$ cat src/hdl/lfu_cache_table_unit_macros.svh
`ifndef LFU_CACHE_TABLE_UNIT_MACROS_SVH
`define LFU_CACHE_TABLE_UNIT_MACROS_SVH

// same-cycle implication, sampled on clk, off during reset
`define LFU_ASSERT_IMP(label, ante, cons, msg) \
    label: assert property (@(posedge clk) disable iff (!rst_n) (ante) |-> (cons)) \
        else $error(msg);

// next-cycle implication, sampled on clk, off during reset
`define LFU_ASSERT_NXT(label, ante, cons, msg) \
    label: assert property (@(posedge clk) disable iff (!rst_n) (ante) |=> (cons)) \
        else $error(msg);

`endif

$ cat src/hdl/lfu_pkg.sv
package lfu_pkg;

    localparam int ENTRIES_DEF    = 16;
    localparam int COUNT_BITS_DEF = 16;
    localparam int CAP_W          = 5;
    localparam int KEY_W          = 32;
    localparam int DATA_W         = 32;

    localparam logic [CAP_W-1:0] CAP_RESET = 5'd16;

    typedef enum logic {
        CMD_GET = 1'b0,
        CMD_PUT = 1'b1
    } cmd_t;

    typedef enum logic [1:0] {
        ST_IDLE,
        ST_SCAN,
        ST_DECIDE,
        ST_UPDATE
    } state_t;

endpackage

$ cat src/hdl/lfu_cache_table_unit.sv
// done is registered from the decide state at the end of the match scan, high for one cycle
// a new item is taken only in idle: after the rank pass when the table changes (any hit, a put that
// stores), after the scan alone for a get miss or a put at zero capacity
// the entry memories have a single read port, swept once to match and pick a
// victim and once more to rewrite the recency ranks
// reset: asynchronous, all entries invalid, occupancy zero, capacity 16, no clearing pass
module lfu_cache_table_unit #(
    parameter int ENTRIES    = lfu_pkg::ENTRIES_DEF,
    parameter int COUNT_BITS = lfu_pkg::COUNT_BITS_DEF
) (
    input  logic                                clk,
    input  logic                                rst_n,
    input  logic                                cfg_we,
    input  logic        [lfu_pkg::CAP_W-1:0]    cfg_wdata,
    input  logic                                start,
    input  logic                                command,
    input  logic signed [lfu_pkg::KEY_W-1:0]    key,
    input  logic signed [lfu_pkg::DATA_W-1:0]   value,
    output logic                                busy,
    output logic                                done,
    output logic                                hit,
    output logic signed [lfu_pkg::DATA_W-1:0]   read_value,
    output logic                                evicted,
    output logic signed [lfu_pkg::KEY_W-1:0]    evicted_key
);

    `include "lfu_cache_table_unit_macros.svh"

    localparam int IDX_W = (ENTRIES > 1) ? $clog2(ENTRIES) : 1;
    localparam int CNT_W = $clog2(ENTRIES + 1);
    localparam int LIM_W = (CNT_W > lfu_pkg::CAP_W) ? CNT_W : lfu_pkg::CAP_W;
    localparam logic [CNT_W-1:0] ENTRIES_CNT = CNT_W'(ENTRIES);
    localparam logic [IDX_W-1:0] LAST_IDX    = IDX_W'(ENTRIES - 1);
    localparam logic [LIM_W-1:0] ENTRIES_LIM = LIM_W'(ENTRIES);

    // entry memories
    logic signed [lfu_pkg::KEY_W-1:0]  key_mem   [ENTRIES];
    logic signed [lfu_pkg::DATA_W-1:0] data_mem  [ENTRIES];
    logic        [COUNT_BITS-1:0]      count_mem [ENTRIES];
    logic        [IDX_W-1:0]           rank_mem  [ENTRIES];

    logic signed [lfu_pkg::KEY_W-1:0]  key_rd_reg;
    logic signed [lfu_pkg::DATA_W-1:0] data_rd_reg;
    logic        [COUNT_BITS-1:0]      count_rd_reg;
    logic        [IDX_W-1:0]           rank_rd_reg;

    lfu_pkg::state_t state_reg, state_next;
    lfu_pkg::cmd_t   cmd_reg, cmd_next;

    logic signed [lfu_pkg::KEY_W-1:0]  key_reg, key_next;
    logic signed [lfu_pkg::DATA_W-1:0] val_reg, val_next;
    logic        [lfu_pkg::CAP_W-1:0]  capacity_reg, capacity_next;
    logic        [ENTRIES-1:0]         valid_reg, valid_next;
    logic        [CNT_W-1:0]           occ_reg, occ_next;
    logic        [CNT_W-1:0]           rd_cnt_reg, rd_cnt_next;
    logic                              pipe_vld_reg, pipe_vld_next;
    logic        [IDX_W-1:0]           pipe_idx_reg, pipe_idx_next;

    logic                              found_reg, found_next;
    logic        [IDX_W-1:0]           m_idx_reg, m_idx_next;
    logic        [IDX_W-1:0]           m_rank_reg, m_rank_next;
    logic signed [lfu_pkg::DATA_W-1:0] m_data_reg, m_data_next;
    logic        [COUNT_BITS-1:0]      m_count_reg, m_count_next;

    logic                              vic_found_reg, vic_found_next;
    logic        [IDX_W-1:0]           vic_idx_reg, vic_idx_next;
    logic signed [lfu_pkg::KEY_W-1:0]  vic_key_reg, vic_key_next;
    logic        [IDX_W-1:0]           vic_rank_reg, vic_rank_next;
    logic        [COUNT_BITS-1:0]      vic_count_reg, vic_count_next;

    logic                              free_found_reg, free_found_next;
    logic        [IDX_W-1:0]           free_idx_reg, free_idx_next;

    logic        [IDX_W-1:0]           slot_reg, slot_next;
    logic        [IDX_W-1:0]           thr_reg, thr_next;
    logic                              all_reg, all_next;

    logic                              done_reg, done_next;
    logic                              hit_reg, hit_next;
    logic signed [lfu_pkg::DATA_W-1:0] read_value_reg, read_value_next;
    logic                              evicted_reg, evicted_next;
    logic signed [lfu_pkg::KEY_W-1:0]  evicted_key_reg, evicted_key_next;

    logic                              issue;
    logic        [IDX_W-1:0]           rd_addr;
    logic                              is_put;
    logic        [LIM_W-1:0]           cap_w;
    logic        [LIM_W-1:0]           limit_w;
    logic                              full;
    logic                              evict_now;
    logic        [IDX_W-1:0]           new_slot;

    logic                              entry_we;
    logic                              key_we;
    logic        [IDX_W-1:0]           entry_wr_idx;
    logic signed [lfu_pkg::DATA_W-1:0] data_wdata;
    logic        [COUNT_BITS-1:0]      count_wdata;
    logic                              rank_we;
    logic        [IDX_W-1:0]           rank_wdata;

    assign rd_addr = rd_cnt_reg[IDX_W-1:0];
    assign issue   = (rd_cnt_reg < ENTRIES_CNT);
    assign is_put  = (cmd_reg == lfu_pkg::CMD_PUT);
    assign cap_w   = LIM_W'(capacity_reg);
    assign limit_w = (cap_w < ENTRIES_LIM) ? cap_w : ENTRIES_LIM;
    assign full    = (LIM_W'(occ_reg) >= limit_w);
    assign evict_now = full && vic_found_reg;
    assign new_slot  = (evict_now && !(free_found_reg && (free_idx_reg < vic_idx_reg)))
                     ? vic_idx_reg : free_idx_reg;

    assign busy        = (state_reg != lfu_pkg::ST_IDLE);
    assign done        = done_reg;
    assign hit         = hit_reg;
    assign read_value  = read_value_reg;
    assign evicted     = evicted_reg;
    assign evicted_key = evicted_key_reg;

    always_ff @(posedge clk)
    begin
        if (key_we)
        begin
            key_mem[entry_wr_idx] <= key_reg;
        end
        if (entry_we)
        begin
            data_mem[entry_wr_idx]  <= data_wdata;
            count_mem[entry_wr_idx] <= count_wdata;
        end
        if (rank_we)
        begin
            rank_mem[pipe_idx_reg] <= rank_wdata;
        end
        key_rd_reg   <= key_mem[rd_addr];
        data_rd_reg  <= data_mem[rd_addr];
        count_rd_reg <= count_mem[rd_addr];
        rank_rd_reg  <= rank_mem[rd_addr];
    end

    always_ff @(posedge clk or negedge rst_n)
    begin
        if (!rst_n)
        begin
            state_reg      <= lfu_pkg::ST_IDLE;
            capacity_reg   <= lfu_pkg::CAP_RESET;
            valid_reg      <= '0;
            occ_reg        <= '0;
            rd_cnt_reg     <= '0;
            pipe_vld_reg   <= 1'b0;
            found_reg      <= 1'b0;
            vic_found_reg  <= 1'b0;
            free_found_reg <= 1'b0;
            all_reg        <= 1'b0;
            done_reg       <= 1'b0;
            hit_reg        <= 1'b0;
            evicted_reg    <= 1'b0;
        end
        else
        begin
            state_reg      <= state_next;
            capacity_reg   <= capacity_next;
            valid_reg      <= valid_next;
            occ_reg        <= occ_next;
            rd_cnt_reg     <= rd_cnt_next;
            pipe_vld_reg   <= pipe_vld_next;
            found_reg      <= found_next;
            vic_found_reg  <= vic_found_next;
            free_found_reg <= free_found_next;
            all_reg        <= all_next;
            done_reg       <= done_next;
            hit_reg        <= hit_next;
            evicted_reg    <= evicted_next;
        end
    end

    always_ff @(posedge clk)
    begin
        cmd_reg         <= cmd_next;
        key_reg         <= key_next;
        val_reg         <= val_next;
        pipe_idx_reg    <= pipe_idx_next;
        m_idx_reg       <= m_idx_next;
        m_rank_reg      <= m_rank_next;
        m_data_reg      <= m_data_next;
        m_count_reg     <= m_count_next;
        vic_idx_reg     <= vic_idx_next;
        vic_key_reg     <= vic_key_next;
        vic_rank_reg    <= vic_rank_next;
        vic_count_reg   <= vic_count_next;
        free_idx_reg    <= free_idx_next;
        slot_reg        <= slot_next;
        thr_reg         <= thr_next;
        read_value_reg  <= read_value_next;
        evicted_key_reg <= evicted_key_next;
    end

    always_comb
    begin
        state_next       = state_reg;
        cmd_next         = cmd_reg;
        key_next         = key_reg;
        val_next         = val_reg;
        capacity_next    = capacity_reg;
        valid_next       = valid_reg;
        occ_next         = occ_reg;
        rd_cnt_next      = rd_cnt_reg;
        pipe_vld_next    = 1'b0;
        pipe_idx_next    = rd_addr;
        found_next       = found_reg;
        m_idx_next       = m_idx_reg;
        m_rank_next      = m_rank_reg;
        m_data_next      = m_data_reg;
        m_count_next     = m_count_reg;
        vic_found_next   = vic_found_reg;
        vic_idx_next     = vic_idx_reg;
        vic_key_next     = vic_key_reg;
        vic_rank_next    = vic_rank_reg;
        vic_count_next   = vic_count_reg;
        free_found_next  = free_found_reg;
        free_idx_next    = free_idx_reg;
        slot_next        = slot_reg;
        thr_next         = thr_reg;
        all_next         = all_reg;
        done_next        = 1'b0;
        hit_next         = hit_reg;
        read_value_next  = read_value_reg;
        evicted_next     = evicted_reg;
        evicted_key_next = evicted_key_reg;
        entry_we         = 1'b0;
        key_we           = 1'b0;
        entry_wr_idx     = new_slot;
        data_wdata       = val_reg;
        count_wdata      = COUNT_BITS'(1);
        rank_we          = 1'b0;
        rank_wdata       = '0;

        if (cfg_we)
        begin
            capacity_next = cfg_wdata;
        end

        unique case (state_reg)
            lfu_pkg::ST_IDLE:
            begin
                rd_cnt_next = '0;
                if (start)
                begin
                    cmd_next        = lfu_pkg::cmd_t'(command);
                    key_next        = key;
                    val_next        = value;
                    found_next      = 1'b0;
                    vic_found_next  = 1'b0;
                    free_found_next = 1'b0;
                    state_next      = lfu_pkg::ST_SCAN;
                end
            end

            lfu_pkg::ST_SCAN:
            begin
                pipe_vld_next = issue;
                if (issue)
                begin
                    rd_cnt_next = rd_cnt_reg + 1'b1;
                end
                if (pipe_vld_reg)
                begin
                    if (valid_reg[pipe_idx_reg])
                    begin
                        if (!found_reg && (key_rd_reg == key_reg))
                        begin
                            found_next   = 1'b1;
                            m_idx_next   = pipe_idx_reg;
                            m_rank_next  = rank_rd_reg;
                            m_data_next  = data_rd_reg;
                            m_count_next = count_rd_reg;
                        end
                        // lowest count wins, older entry on a tie
                        if (!vic_found_reg || (count_rd_reg < vic_count_reg) ||
                            ((count_rd_reg == vic_count_reg) && (rank_rd_reg > vic_rank_reg)))
                        begin
                            vic_found_next = 1'b1;
                            vic_idx_next   = pipe_idx_reg;
                            vic_key_next   = key_rd_reg;
                            vic_rank_next  = rank_rd_reg;
                            vic_count_next = count_rd_reg;
                        end
                    end
                    else if (!free_found_reg)
                    begin
                        free_found_next = 1'b1;
                        free_idx_next   = pipe_idx_reg;
                    end
                    if (pipe_idx_reg == LAST_IDX)
                    begin
                        state_next = lfu_pkg::ST_DECIDE;
                    end
                end
            end

            lfu_pkg::ST_DECIDE:
            begin
                done_next        = 1'b1;
                rd_cnt_next      = '0;
                read_value_next  = '0;
                evicted_next     = 1'b0;
                evicted_key_next = '0;
                hit_next         = found_reg;
                priority if (found_reg)
                begin
                    entry_we     = 1'b1;
                    entry_wr_idx = m_idx_reg;
                    data_wdata   = is_put ? val_reg : m_data_reg;
                    count_wdata  = (m_count_reg == '1) ? m_count_reg : m_count_reg + 1'b1;
                    if (!is_put)
                    begin
                        read_value_next = m_data_reg;
                    end
                    slot_next  = m_idx_reg;
                    thr_next   = m_rank_reg;
                    all_next   = 1'b0;
                    state_next = lfu_pkg::ST_UPDATE;
                end
                else if (!is_put || (limit_w == '0))
                begin
                    state_next = lfu_pkg::ST_IDLE;
                end
                else
                begin
                    entry_we     = 1'b1;
                    key_we       = 1'b1;
                    entry_wr_idx = new_slot;
                    slot_next    = new_slot;
                    if (evict_now)
                    begin
                        evicted_next                = 1'b1;
                        evicted_key_next            = vic_key_reg;
                        valid_next[vic_idx_reg]     = 1'b0;
                        thr_next                    = vic_rank_reg;
                        all_next                    = 1'b0;
                    end
                    else
                    begin
                        occ_next = occ_reg + 1'b1;
                        all_next = 1'b1;
                    end
                    valid_next[new_slot] = 1'b1;
                    state_next           = lfu_pkg::ST_UPDATE;
                end
            end

            lfu_pkg::ST_UPDATE:
            begin
                pipe_vld_next = issue;
                if (issue)
                begin
                    rd_cnt_next = rd_cnt_reg + 1'b1;
                end
                if (pipe_vld_reg)
                begin
                    priority if (pipe_idx_reg == slot_reg)
                    begin
                        rank_we    = 1'b1;
                        rank_wdata = '0;
                    end
                    else if (valid_reg[pipe_idx_reg] && (all_reg || (rank_rd_reg < thr_reg)))
                    begin
                        rank_we    = 1'b1;
                        rank_wdata = rank_rd_reg + 1'b1;
                    end
                    if (pipe_idx_reg == LAST_IDX)
                    begin
                        rd_cnt_next = '0;
                        state_next  = lfu_pkg::ST_IDLE;
                    end
                end
            end

            default:
            begin
                state_next = lfu_pkg::ST_IDLE;
            end
        endcase
    end

    `LFU_ASSERT_IMP(a_occ_tracks_valid, 1'b1, $countones(valid_reg) == int'(occ_reg), "occupancy out of step with valid bits")
    `LFU_ASSERT_IMP(a_evict_only_on_miss, done_reg && evicted_reg, !hit_reg, "eviction reported on a hit")
    `LFU_ASSERT_IMP(a_miss_reads_zero, done_reg && !hit_reg, read_value_reg == '0, "nonzero read value on a miss")
    `LFU_ASSERT_NXT(a_start_enters_scan, start && !busy, state_reg == lfu_pkg::ST_SCAN, "accepted item did not start a scan")

endmodule

$ cat config.mk
export PLATFORM = sky130hd
export DESIGN_NAME = lfu_cache_table_unit
export DESIGN_NICKNAME = d
export VERILOG_FILES = /design/src/hdl/lfu_pkg.sv /design/src/hdl/lfu_cache_table_unit.sv
export VERILOG_INCLUDE_DIRS = /design/src /design/src/hdl
export SDC_FILE = /design/constraint.sdc
export NUM_CORES = 1
export LEC_CHECK = 0
export ABC_CLOCK_PERIOD_IN_PS = 8300
export BUFFER_PORTS_ARGS = -buffer_cell sky130_fd_sc_hd__buf_2
export CAP_MARGIN = 15
export CORE_MARGIN = 8
export CORE_UTILIZATION = 55
export CTS_BUF_LIST = sky130_fd_sc_hd__clkbuf_4 sky130_fd_sc_hd__clkbuf_8
export CTS_CLUSTER_DIAMETER = 100
export DETAILED_ROUTE_END_ITERATION = 12
export PLACE_DENSITY = 0.72
export SETUP_SLACK_MARGIN = 0.02
export SYNTH_ARGS = -nofsm -noshare
export SYNTH_HDL_FRONTEND = slang
export SYNTH_SLANG_ARGS = --single-unit
$ cat constraint.sdc
create_clock -name clk -period 8.3 [get_ports clk]
set_clock_uncertainty 0.1 [all_clocks]
set_input_delay 0.83 -clock clk [delete_from_list [all_inputs] [get_ports clk]]
set_output_delay 0.83 -clock clk [all_outputs]
set_load 0.05 [all_outputs]
**Word-level counts from Yosys, hierarchy flattened**

Memory sizes are Yosys's and may differ from the RTL's. A register that Yosys moved wholly into a read port is not among the register bits.
Cells that the tools add are included.

- Bits in latches: 0
- Output and inout bits: 68
- Bits of input ports: 74
- ROM bits: 0
- Word-level logic and storage cells: 189
- Register bits: 298
- Memories kept: 4
- Memory bits (writable): 1344

- Shift operators: 0
- Bitwise logic cells: 8
- Divide/modulo/power cells: 0
- Equality and inequality tests: 18
- Magnitude comparators: 12
- Reduce and logical (&&, ||, !) cells: 37
- Multipliers: 0
- Add/subtract/negate cells: 4
- Multiplexer cells: 76

Memories:

| memory | words | bits a word | rd ports | clocked after memory_dff | write ports | line | RTL |
|---|---|---|---|---|---|---|---|
| data_mem | 16 | 32 | 1 | 1 | 1 | lfu_cache_table_unit.sv:38 | `logic signed [lfu_pkg::DATA_W-1:0] data_mem [ENTRIES];` |
| key_mem | 16 | 32 | 1 | 1 | 1 | lfu_cache_table_unit.sv:37 | `logic signed [lfu_pkg::KEY_W-1:0] key_mem [ENTRIES];` |
| count_mem | 16 | 16 | 1 | 1 | 1 | lfu_cache_table_unit.sv:39 | `logic [COUNT_BITS-1:0] count_mem [ENTRIES];` |
| rank_mem | 16 | 4 | 1 | 1 | 1 | lfu_cache_table_unit.sv:40 | `logic [IDX_W-1:0] rank_mem [ENTRIES];` |

Operators with widths:

| operator | count |
|---|---|
| $mux W16 | 7 |
| $mux W32 | 3 |
| $mux W4 | 12 |
| $mux W1 | 35 |
| $eq A32 B32 Y1 | 1 |
| $mux W5 | 4 |
| $ne A2 B2 Y1 const B | 10 |
| $reduce_and A4 Y1 | 5 |
| $add A16 B1 Y16 const B | 1 |
| $and A16 B16 Y16 | 1 |
| $eq A16 B16 Y1 | 1 |
| $eq A16 B16 Y1 const B | 1 |
| $lt A16 B16 Y1 | 1 |
| $not A16 Y16 | 1 |
| $or A16 B16 Y16 | 1 |
| $lt A4 B5 Y1 const B | 3 |
| $pmux W5 S3 | 1 |
| $reduce_and A5 Y1 | 3 |
| $mux W2 | 7 |
| $add A5 B1 Y5 const B | 2 |
| $lt A5 B5 Y1 const B | 2 |
| $demux W1 S4 | 2 |
| $ge A4 B1 Y1 const B | 2 |
| $logic_and A1 B1 Y1 | 8 |
| 21 further kinds | 41 |

**Longest topological paths before layout**

Gate-level depths: netlist (run 1).

- Depth after elaboration: 11
- Mapped depth: 11

**Worst setup path before layout (run 1)**

No wires, ideal clock.

- Path type: register -> register
- Start point: reg key_reg[25] (netlist name)
- End point: reg m_count_reg[0] (enable)
- Stages on the path, launching flop included: 7
- Period minus slack after synthesis: 5.962 ns
- Required time: 7.659 ns
- Path slack: 2.338 ns
- Library setup time: 0.541 ns
- Arrival: 5.321 ns
- Cell sequence: edfxtp_1 -> xor2_1 -> nor4_1 -> nand4_1 -> nor4_1 -> nand4_1 -> nor3_1

- Cells in the longest elaborated chain, start to end: 3

RTL lines:

| item | line | RTL |
|---|---|---|
| from (decl) | lfu_cache_table_unit.sv:50 | `logic signed [lfu_pkg::KEY_W-1:0] key_reg, key_next;` |
| from (signal assigned) | lfu_cache_table_unit.sv:178 | `key_reg <= key_next;` |
| $eq A32 B32 Y1 | lfu_cache_table_unit.sv:268 | `if (!found_reg && (key_rd_reg == key_reg))` |
| $logic_and A1 B1 Y1 | lfu_cache_table_unit.sv:268 |  |
| $reduce_and A4 Y1 (no source line) | -- |  |
| to (signal assigned) | lfu_cache_table_unit.sv:184 | `m_count_reg <= m_count_next;` |
| to (decl) | lfu_cache_table_unit.sv:63 | `logic [COUNT_BITS-1:0] m_count_reg, m_count_next;` |

No other way between the ends.
A chain may end at the register's enable or synchronous reset.

**Final worst setup path (run 1)**

- Start point: reg capacity_reg, in the netlist cap_w[4]
- End point: mem count_mem[7][8] (netlist name) (enable)

- Cells in the longest elaborated chain, start to end: 9

RTL lines:

| item | line | RTL |
|---|---|---|
| from (decl) | lfu_cache_table_unit.sv:52 | `logic [lfu_pkg::CAP_W-1:0] capacity_reg, capacity_next;` |
| from (signal assigned) | lfu_cache_table_unit.sv:144 | `capacity_reg <= lfu_pkg::CAP_RESET;` |
| from (signal assigned) | lfu_cache_table_unit.sv:160 | `capacity_reg <= capacity_next;` |
| $lt A5 B5 Y1 | lfu_cache_table_unit.sv:105 | `assign limit_w = (cap_w < ENTRIES_LIM) ? cap_w : ENTRIES_LIM;` |
| $mux W5 * | lfu_cache_table_unit.sv:105 |  |
| parallel branches: the longest is 7 deep, another holds $ge A5 B5 Y1 | -- |  |
| to (decl) | lfu_cache_table_unit.sv:39 |  |

Every way passes the cells marked *.

==> results.tsv, run 1 <==
stage	metric	value	unit
clock_tree	post-CTS resize count	0	
logic_synthesis	Synth area leaders	edfxtp_1 (74%), mux4_2 (15%), dfxtp_1 (2.7%)	
sta	setup violators final	0	
sta	RSZ-0062 raised after global routing	false	
place	pre-CTS setup slack	3.43	ns
detailed_routing	first-pass detailed-route iteration total	7	
place	Area after DPL	0.0673	mm²
power	Combinational Power Share	0.204	
worst_setup_path	CP Class	flip-flop to flip-flop	
layout	Final #Nets	3358	
logic_synthesis	Synth area leader	edfxtp_1	
logic_synthesis	Post-Synth XOR/XNOR Area	0.00747	
worst_setup_path	FF-to-FF setup slack	3.36	ns
worst_hold_path	hold crit path type	input port to flip-flop	
detailed_routing	drc violations	0	
global_routing	largest net degree at the start of global routing	166	
run	max cap viols	0	
logic_synthesis	Post-Syn Instances	2830	
detailed_routing	initial DRC count	2854	
logic_synthesis	multiplexer area fraction after synthesis	0.156	
power	Internal	16.5	mW
logic_synthesis	combinational family with the most area after synthesis	multiplexers	
sta	fin crit period	4.94	ns
detailed_routing	routed vias/inst	6.05	
global_routing	vias in the first global route	31800	
logic_synthesis	Synth Area per Inst	22.8	µm²
power	Sequential Power Share	0.475	
floorplan	die footprint	0.129	mm²
logic_synthesis	Yosys warning count	0	
place	port bufs	141	
worst_setup_path	Startpoint Class	flip-flop	
logic_synthesis	Post-Syn Area	0.0645	mm²
logic_synthesis	asr flop ratio synth	0.0238	
clock_tree	CTS tree	done	
place	Post-DP HPWL	73000	µm
clock_tree	Root Buffer	clkbuf_8	
floorplan	die width	358	µm
logic_synthesis	number of synthesized flops with an enable pin	1597	
sta	Worst slew margin	0.183	
global_routing	initial antenna violation count	2	
clock_tree	latest clock arrival within the worst-skew pair	0.95	ns
clock_tree	H-tree levels	5	
detailed_routing	routed wire length	136000	µm
power	clock share of power	0.322	
sta	WHS	0.0975	ns
sta	setup TNS	0	ns
detailed_routing	via count	30100	
global_routing	Total GRT Usage	0.212	
sta	Final Hold Viols	0	
power	Leak Pwr	24.5	nW
detailed_routing	Routed Antenna Nets	0	
layout	Syn-to-layout area delta	14.2	%
sta	final worst setup slack	3.36	ns
layout	share of layout cells above drive strength 1	0.338	
logic_synthesis	synth cell count leaders	edfxtp_1 (1597), mux4_2 (424), dfxtp_1 (88), clkbuf_1 (73)	
clock_tree	CTS Sinks	1726	
power	peak supply drop	0.000376	V
floorplan	Cell Rows	125	
logic_synthesis	cell with the most instances after synthesis	edfxtp_1	
logic_synthesis	Synth Flop Type	edfxtp_1	
worst_setup_path	CP Capture Type	flip-flop	
place	RePlAce Congestion	0.817	
logic_synthesis	Post-Synth Simple-Gate Area	0.0228	
floorplan	Initial Util	0.555	
outcome	status	complete, no violations	
logic_synthesis	Synth cell types	63	
floorplan	Die Height	358	µm
clock_tree	CTS max path bufs	4	
detailed_routing	drt wl/cell	27.2	µm
floorplan	core area	0.116	mm²
sta	f_max	203	MHz
worst_setup_path	crit path max fanout	25	
power	switching power	6.13	mW
sta	Final Max Tran Viols	0	
clock_tree	total CTS buffers	284	
worst_hold_path	hold depth	2	
clock_tree	Clock Pin Slew Worst Setup and Hold Paths	0.06	ns
logic_synthesis	syn nets	2939	
worst_setup_path	Reg2Reg Depth	10	
logic_synthesis	post-synthesis compound-gate area fraction	0.0101	
global_routing	first-pass GRT wire length	203000	µm
sta	slew at the pin closest to its max-slew limit	1.22	ns
worst_setup_path	WP data required	8.73	ns
global_routing	grt total ovfl	0	
logic_synthesis	Yosys top cell area share	0.743	
sta	Tcrit/Tclk final	0.595	
logic_synthesis	sequential fraction of the synthesis area	0.787	
worst_setup_path	WP data arrival	5.36	ns
power	Pwr per Cell Area	307	mW/mm²
logic_synthesis	Post-Synth Adder-Cell Area	0.00679	
floorplan	Top Ports	142	
power	Switching Share	0.271	
layout	Design Area, Final	0.0737	mm²
layout	leading registers by flop count	data_mem x512, key_mem x512, count_mem x256	
logic_synthesis	flops & latches, synth	1726	
-- what timing repair did --
action / 4_1_cts / 5_1_grt
buffers inserted: 0 / 0
hold buffers: 64 / 0
hold endpoints to repair: 103 / 0
-- per-stage QoR --
stage / power (mW) / std cells / util
global placement: 15.5 / 4414 / 0.579
floorplan: 14.2 / 2830 / -
detailed placement: 15.6 / 4417 / 0.579
CTS: 22.9 / 4973 / 0.633
global route: 23.5 / 4982 / 0.634
finish: 22.7 / 4982 / 0.634
-- layout make-up --
class	count	area, µm²
inverters	40	155
flip-flops and latches	1726	50800
repair buffers	257	1880
clock buffers	399	4980
well taps	1524	1910
multi-input cells	940	13400
clock inverters	93	639
diodes	3	7.51
fillers	7472	42500
-- worst max-delay path, stage by stage (launching register included) --
cell and delay (ns):
dfstp_2 0.54, inv_1 0.09, ha_1 0.33, a21oi_1 0.18
nor2b_1 0.09, a41oi_2 0.47, o21ai_0 0.25, a22oi_1 0.32
nand2b_1 0.57, nor2_4 1.05, buf_4 0.57
-- routing by layer --
layer | wire length (µm) | track usage | part of all wire
met5 | 0 | 0 | 0
met4 | 3380 | 0.0661 | 0.025
met3 | 9420 | 0.0399 | 0.069
met2 | 68600 | 0.355 | 0.51
met1 | 54400 | 0.287 | 0.40
-- layout by cell type (no fill, tap or decap), types with 10 or more instances in the layout --
| cell type | synthesis | routed |
|---|---|---|
| edfxtp_1 | 1597 | 1597 |
| mux4_2 | 424 | 424 |
| clkbuf_8 | 0 | 317 |
| buf_2 | 44 | 141 |
| dfxtp_1 | 88 | 88 |
| clkbuf_4 | 0 | 82 |
| and2_1 | 68 | 68 |
| dlygate4sd3_1 | 0 | 64 |
| xor2_1 | 43 | 43 |
| clkinv_1 | 1 | 42 |
| buf_4 | 1 | 41 |
| mux2_2 | 39 | 39 |
| nand2_1 | 38 | 38 |
| inv_1 | 39 | 37 |
| o21ai_0 | 37 | 37 |
| dfrtp_1 | 40 | 36 |
| nor2_1 | 68 | 35 |
| ha_1 | 35 | 35 |
| nor2_4 | 1 | 34 |
| clkinv_2 | 0 | 29 |
| nand3_1 | 17 | 17 |
| a21oi_1 | 17 | 17 |
| nor4_1 | 14 | 14 |
| nand2b_1 | 13 | 13 |
| nand4_1 | 12 | 12 |
| xnor2_1 | 12 | 12 |
| nor3_1 | 15 | 12 |
| buf_12 | 0 | 10 |
-- power groups by stage --
| stage | clock [mW] | sequential [mW] | combinational (mW) |
|---|---|---|---|
| 4_1_cts | 7.43 | 10.8 | 4.69 |
| 5_1_grt | 7.78 | 10.8 | 4.93 |
| 3_5_place_dp | 0 | 10.9 | 4.64 |
| 2_1_floorplan | 0 | 10.8 | 3.43 |
| 6_report | 7.28 | 10.8 | 4.62 |
| 3_3_place_gp | 0 | 10.9 | 4.57 |
-- cells by family after synthesis --
| kind of cell | Yosys count |
|---|---|
| flip-flops | 1726 |
| multiplexers | 469 |
| AND/OR/NAND/NOR | 278 |
| buffers and inverters | 164 |
| AO/OA/AOI/OAI | 103 |
| XOR/XNOR | 55 |
| adder cells (fa/ha/maj) | 35 |
-- path summary, 6_finish.rpt --
path	start	end
worst min-delay path	cfg_wdata[0]	cap_w[0]$_DFFE_PN0P_
max in group asynchronous	rst_n	rd_cnt_reg[2]$_DFF_PN0_
min in group asynchronous	rst_n	rd_cnt_reg[3]$_DFF_PN0_
worst max-delay path	cap_w[4]$_DFFE_PN1P_	count_mem[7][8]$_DFFE_PP_
worst max register to register	cap_w[4]$_DFFE_PN1P_	count_mem[7][8]$_DFFE_PP_
worst min register to register	data_rd_reg[1]$_DFF_P_	m_data_reg[1]$_DFFE_PP_
Power figures use the tool's default switching activity.
==> run 2, diff against run 1 <==
- ABC_CLOCK_PERIOD_IN_PS: 8300 -> 5000
- clock period: 8.3 -> 5 ns (I/O delays scaled with it)
==> run 2 against run 1 <==
Effect of this change: cell count is 0.42% higher; highest routed layer unchanged; via count increased by 0.97%; global-route usage barely moved; register-to-register slack got worse by 2.5 ns; largest power group unchanged.
==> results.tsv, run 2 (same netlist as run 1, synthesis figures left out) <==
stage	metric	value	unit	change
floorplan	die footprint	0.129	mm²	unchanged
floorplan	Initial Util	0.555		unchanged
clock_tree	Root Buffer	clkbuf_8		
sta	Final Max Tran Viols	0		unchanged
layout	Reg area	0.0508	mm²	unchanged
power	Pwr per Cell Area	508	mW/mm²	+65%
worst_setup_path	WP data required	5.39	ns	-3.34 ns
layout	Syn-to-layout area delta	14.8	%	
clock_tree	latest clock arrival within the worst-skew pair	0.93	ns	-0.02 ns
layout	most frequent cells in the layout	edfxtp_1 (1597), mux4_2 (424), clkbuf_8 (314)		
global_routing	vias in the first global route	32200		+1.2%
floorplan	Die Height	358	µm	unchanged
worst_setup_path	WP data arrival	4.53	ns	-0.83 ns
worst_setup_path	CP Class	flip-flop to flip-flop		
sta	WHS	0.181	ns	+0.0836 ns
layout	final std cells w/o fill	5003		+0.42%
sta	RSZ-0062 raised after global routing	false		
detailed_routing	drt wl/cell	27.2	µm	about the same
sta	Worst slew margin	0.246		+0.0622
outcome	status	complete, no violations		
place	dpl cells	4433		+0.36%
detailed_routing	via count	30400		+0.97%
floorplan	core area	0.116	mm²	unchanged
power	Combinational Power Share	0.204		about the same
clock_tree	CTS tree	done		
place	RePlAce Congestion	0.821		+0.51%
sta	Final Hold Viols	0		unchanged
worst_setup_path	crit path max fanout	32		+28%
detailed_routing	drc violations	0		unchanged
clock_tree	CTS max path bufs	4		unchanged
layout	leading registers by flop count	data_mem x512, key_mem x512, count_mem x256		
layout	share of layout cells above drive strength 1	0.340		+0.00227
power	Internal	27.5	mW	+67%
floorplan	Cell Rows	125		unchanged
clock_tree	H-tree levels	5		unchanged
clock_tree	total CTS buffers	285		+0.35%
sta	slew at the pin closest to its max-slew limit	1.13	ns	-0.0934 ns
worst_hold_path	hold crit path type	input port to async pin		
layout	most common cell after layout, fill and taps aside	edfxtp_1		
worst_setup_path	CP Capture Type	flip-flop		
detailed_routing	initial DRC count	2563		-10%
place	Area after DPL	0.0677	mm²	+0.59%
worst_setup_path	Startpoint Class	flip-flop		
detailed_routing	routed wire length	136000	µm	+0.37%
power	Switching Share	0.269		-0.00109
sta	fin crit period	4.13	ns	-0.802 ns
sta	Tcrit/Tclk final	0.827		+0.232
power	Sequential Power Share	0.477		+0.002
floorplan	die width	358	µm	unchanged
layout	FILL cells	7428		-0.59%
layout	Design Area, Final	0.0741	mm²	+0.51%
sta	f_max	242	MHz	+19%
global_routing	Total GRT Usage	0.212		about the same
clock_tree	CTS Sinks	1726		unchanged
power	Leak Pwr	24.6	nW	+0.68%
run	max cap viols	0		unchanged
detailed_routing	Routed Antenna Nets	0		unchanged
detailed_routing	first-pass detailed-route iteration total	5		-2
detailed_routing	routed vias/inst	6.08		+0.55%
sta	setup violators final	0		unchanged
global_routing	grt total ovfl	0		unchanged
power	switching power	10.1	mW	+66%
global_routing	first-pass GRT wire length	203000	µm	+0.19%
sta	setup TNS	0	ns	unchanged
global_routing	largest net degree at the start of global routing	119		-28%
place	port bufs	141		unchanged
layout	Final #Nets	3379		+0.63%
clock_tree	Clock Pin Slew Worst Setup and Hold Paths	0.06	ns	about the same
power	clock share of power	0.319		-0.003
power	peak supply drop	0.000297	V	-21%
place	Post-DP HPWL	74700	µm	+2.3%
floorplan	Top Ports	142		unchanged
global_routing	initial antenna violation count	5		+3
layout	multi-input logic area	0.0134	mm²	about the same
run 2: worst max-delay path: stages, from the launching register on:
cell and delay, ns:
dfstp_2 0.54, inv_1 0.09, ha_1 0.33, a21oi_1 0.18, nor2b_1 0.08, a41oi_2 0.44, o21ai_0 0.25, a22oi_1 0.33
nand2b_1 0.61, nor2_4 0.22, buf_4 0.52
run 2: cell type report:
type,instances,area share
antenna,3,0.000101
tap,1524,0.0257
timing repair buffer,277,0.0307
sequential,1726,0.685
multi-input combinational,940,0.181
inverter,40,0.00209
clock buffer,421,0.0692
clock inverter,72,0.00630
run 2: power by group through the flow:
| stage | clock [mW] | combinational (mW) | sequential (mW) |
|---|---|---|---|
| after floorplan | 0 | 5.69 | 18.0 |
| after global placement | 0 | 7.60 | 18.2 |
| after detailed placement | 0 | 7.74 | 18.3 |
| after CTS | 12.3 | 7.82 | 18.0 |
| after global routing | 12.9 | 8.22 | 18.1 |
| final | 12.0 | 7.68 | 18.0 |
run 2: per-layer routing:
metal / global-route usage / up-vias / share of wire
li1: - / 12700 / -
met1: 0.290 / 16200 / 0.40
met2: 0.352 / 1265 / 0.50
met3: 0.0359 / 305 / 0.066
met4: 0.0729 / 0 / 0.029
met5: 0 / - / 0
run 2: stage by stage:
stage / total power [mW] / worst slack [ns] / utilization
6_report: 37.7 / 0.867 / 0.637
5_1_grt: 39.2 / 0.604 / 0.637
4_1_cts: 38.1 / 0.886 / 0.637
3_5_place_dp: 26.0 / 0.965 / 0.583
3_3_place_gp: 25.8 / 1.10 / 0.583
2_1_floorplan: 23.7 / -0.642 / -
run 2: worst paths after layout:
check / slack (ns) / end / from / cells after the start
max reg2reg: 0.87 / key_mem[4][5]$_DFFE_PP_ / cap_w[4]$_DFFE_PN1P_ / 10
max: 0.87 / key_mem[4][5]$_DFFE_PP_ / cap_w[4]$_DFFE_PN1P_ / 10
min reg2reg: 0.26 / m_data_reg[30]$_DFFE_PP_ / data_rd_reg[30]$_DFF_P_ / 0
min: 0.18 / cap_w[3]$_DFFE_PN0P_ / rst_n / 2
max in group asynchronous: 3.92 / rd_cnt_reg[1]$_DFF_PN0_ / rst_n / 2
min in group clk: 0.19 / val_reg[8]$_DFFE_PP_ / value[8] / 2
run 2: repair_timing:
item | in CTS | in global routing
hold buffers | 74 | 0
endpoints found under the hold margin | 112 | 0
setup buffers | 0 | 0
resized for setup | 0 | 0
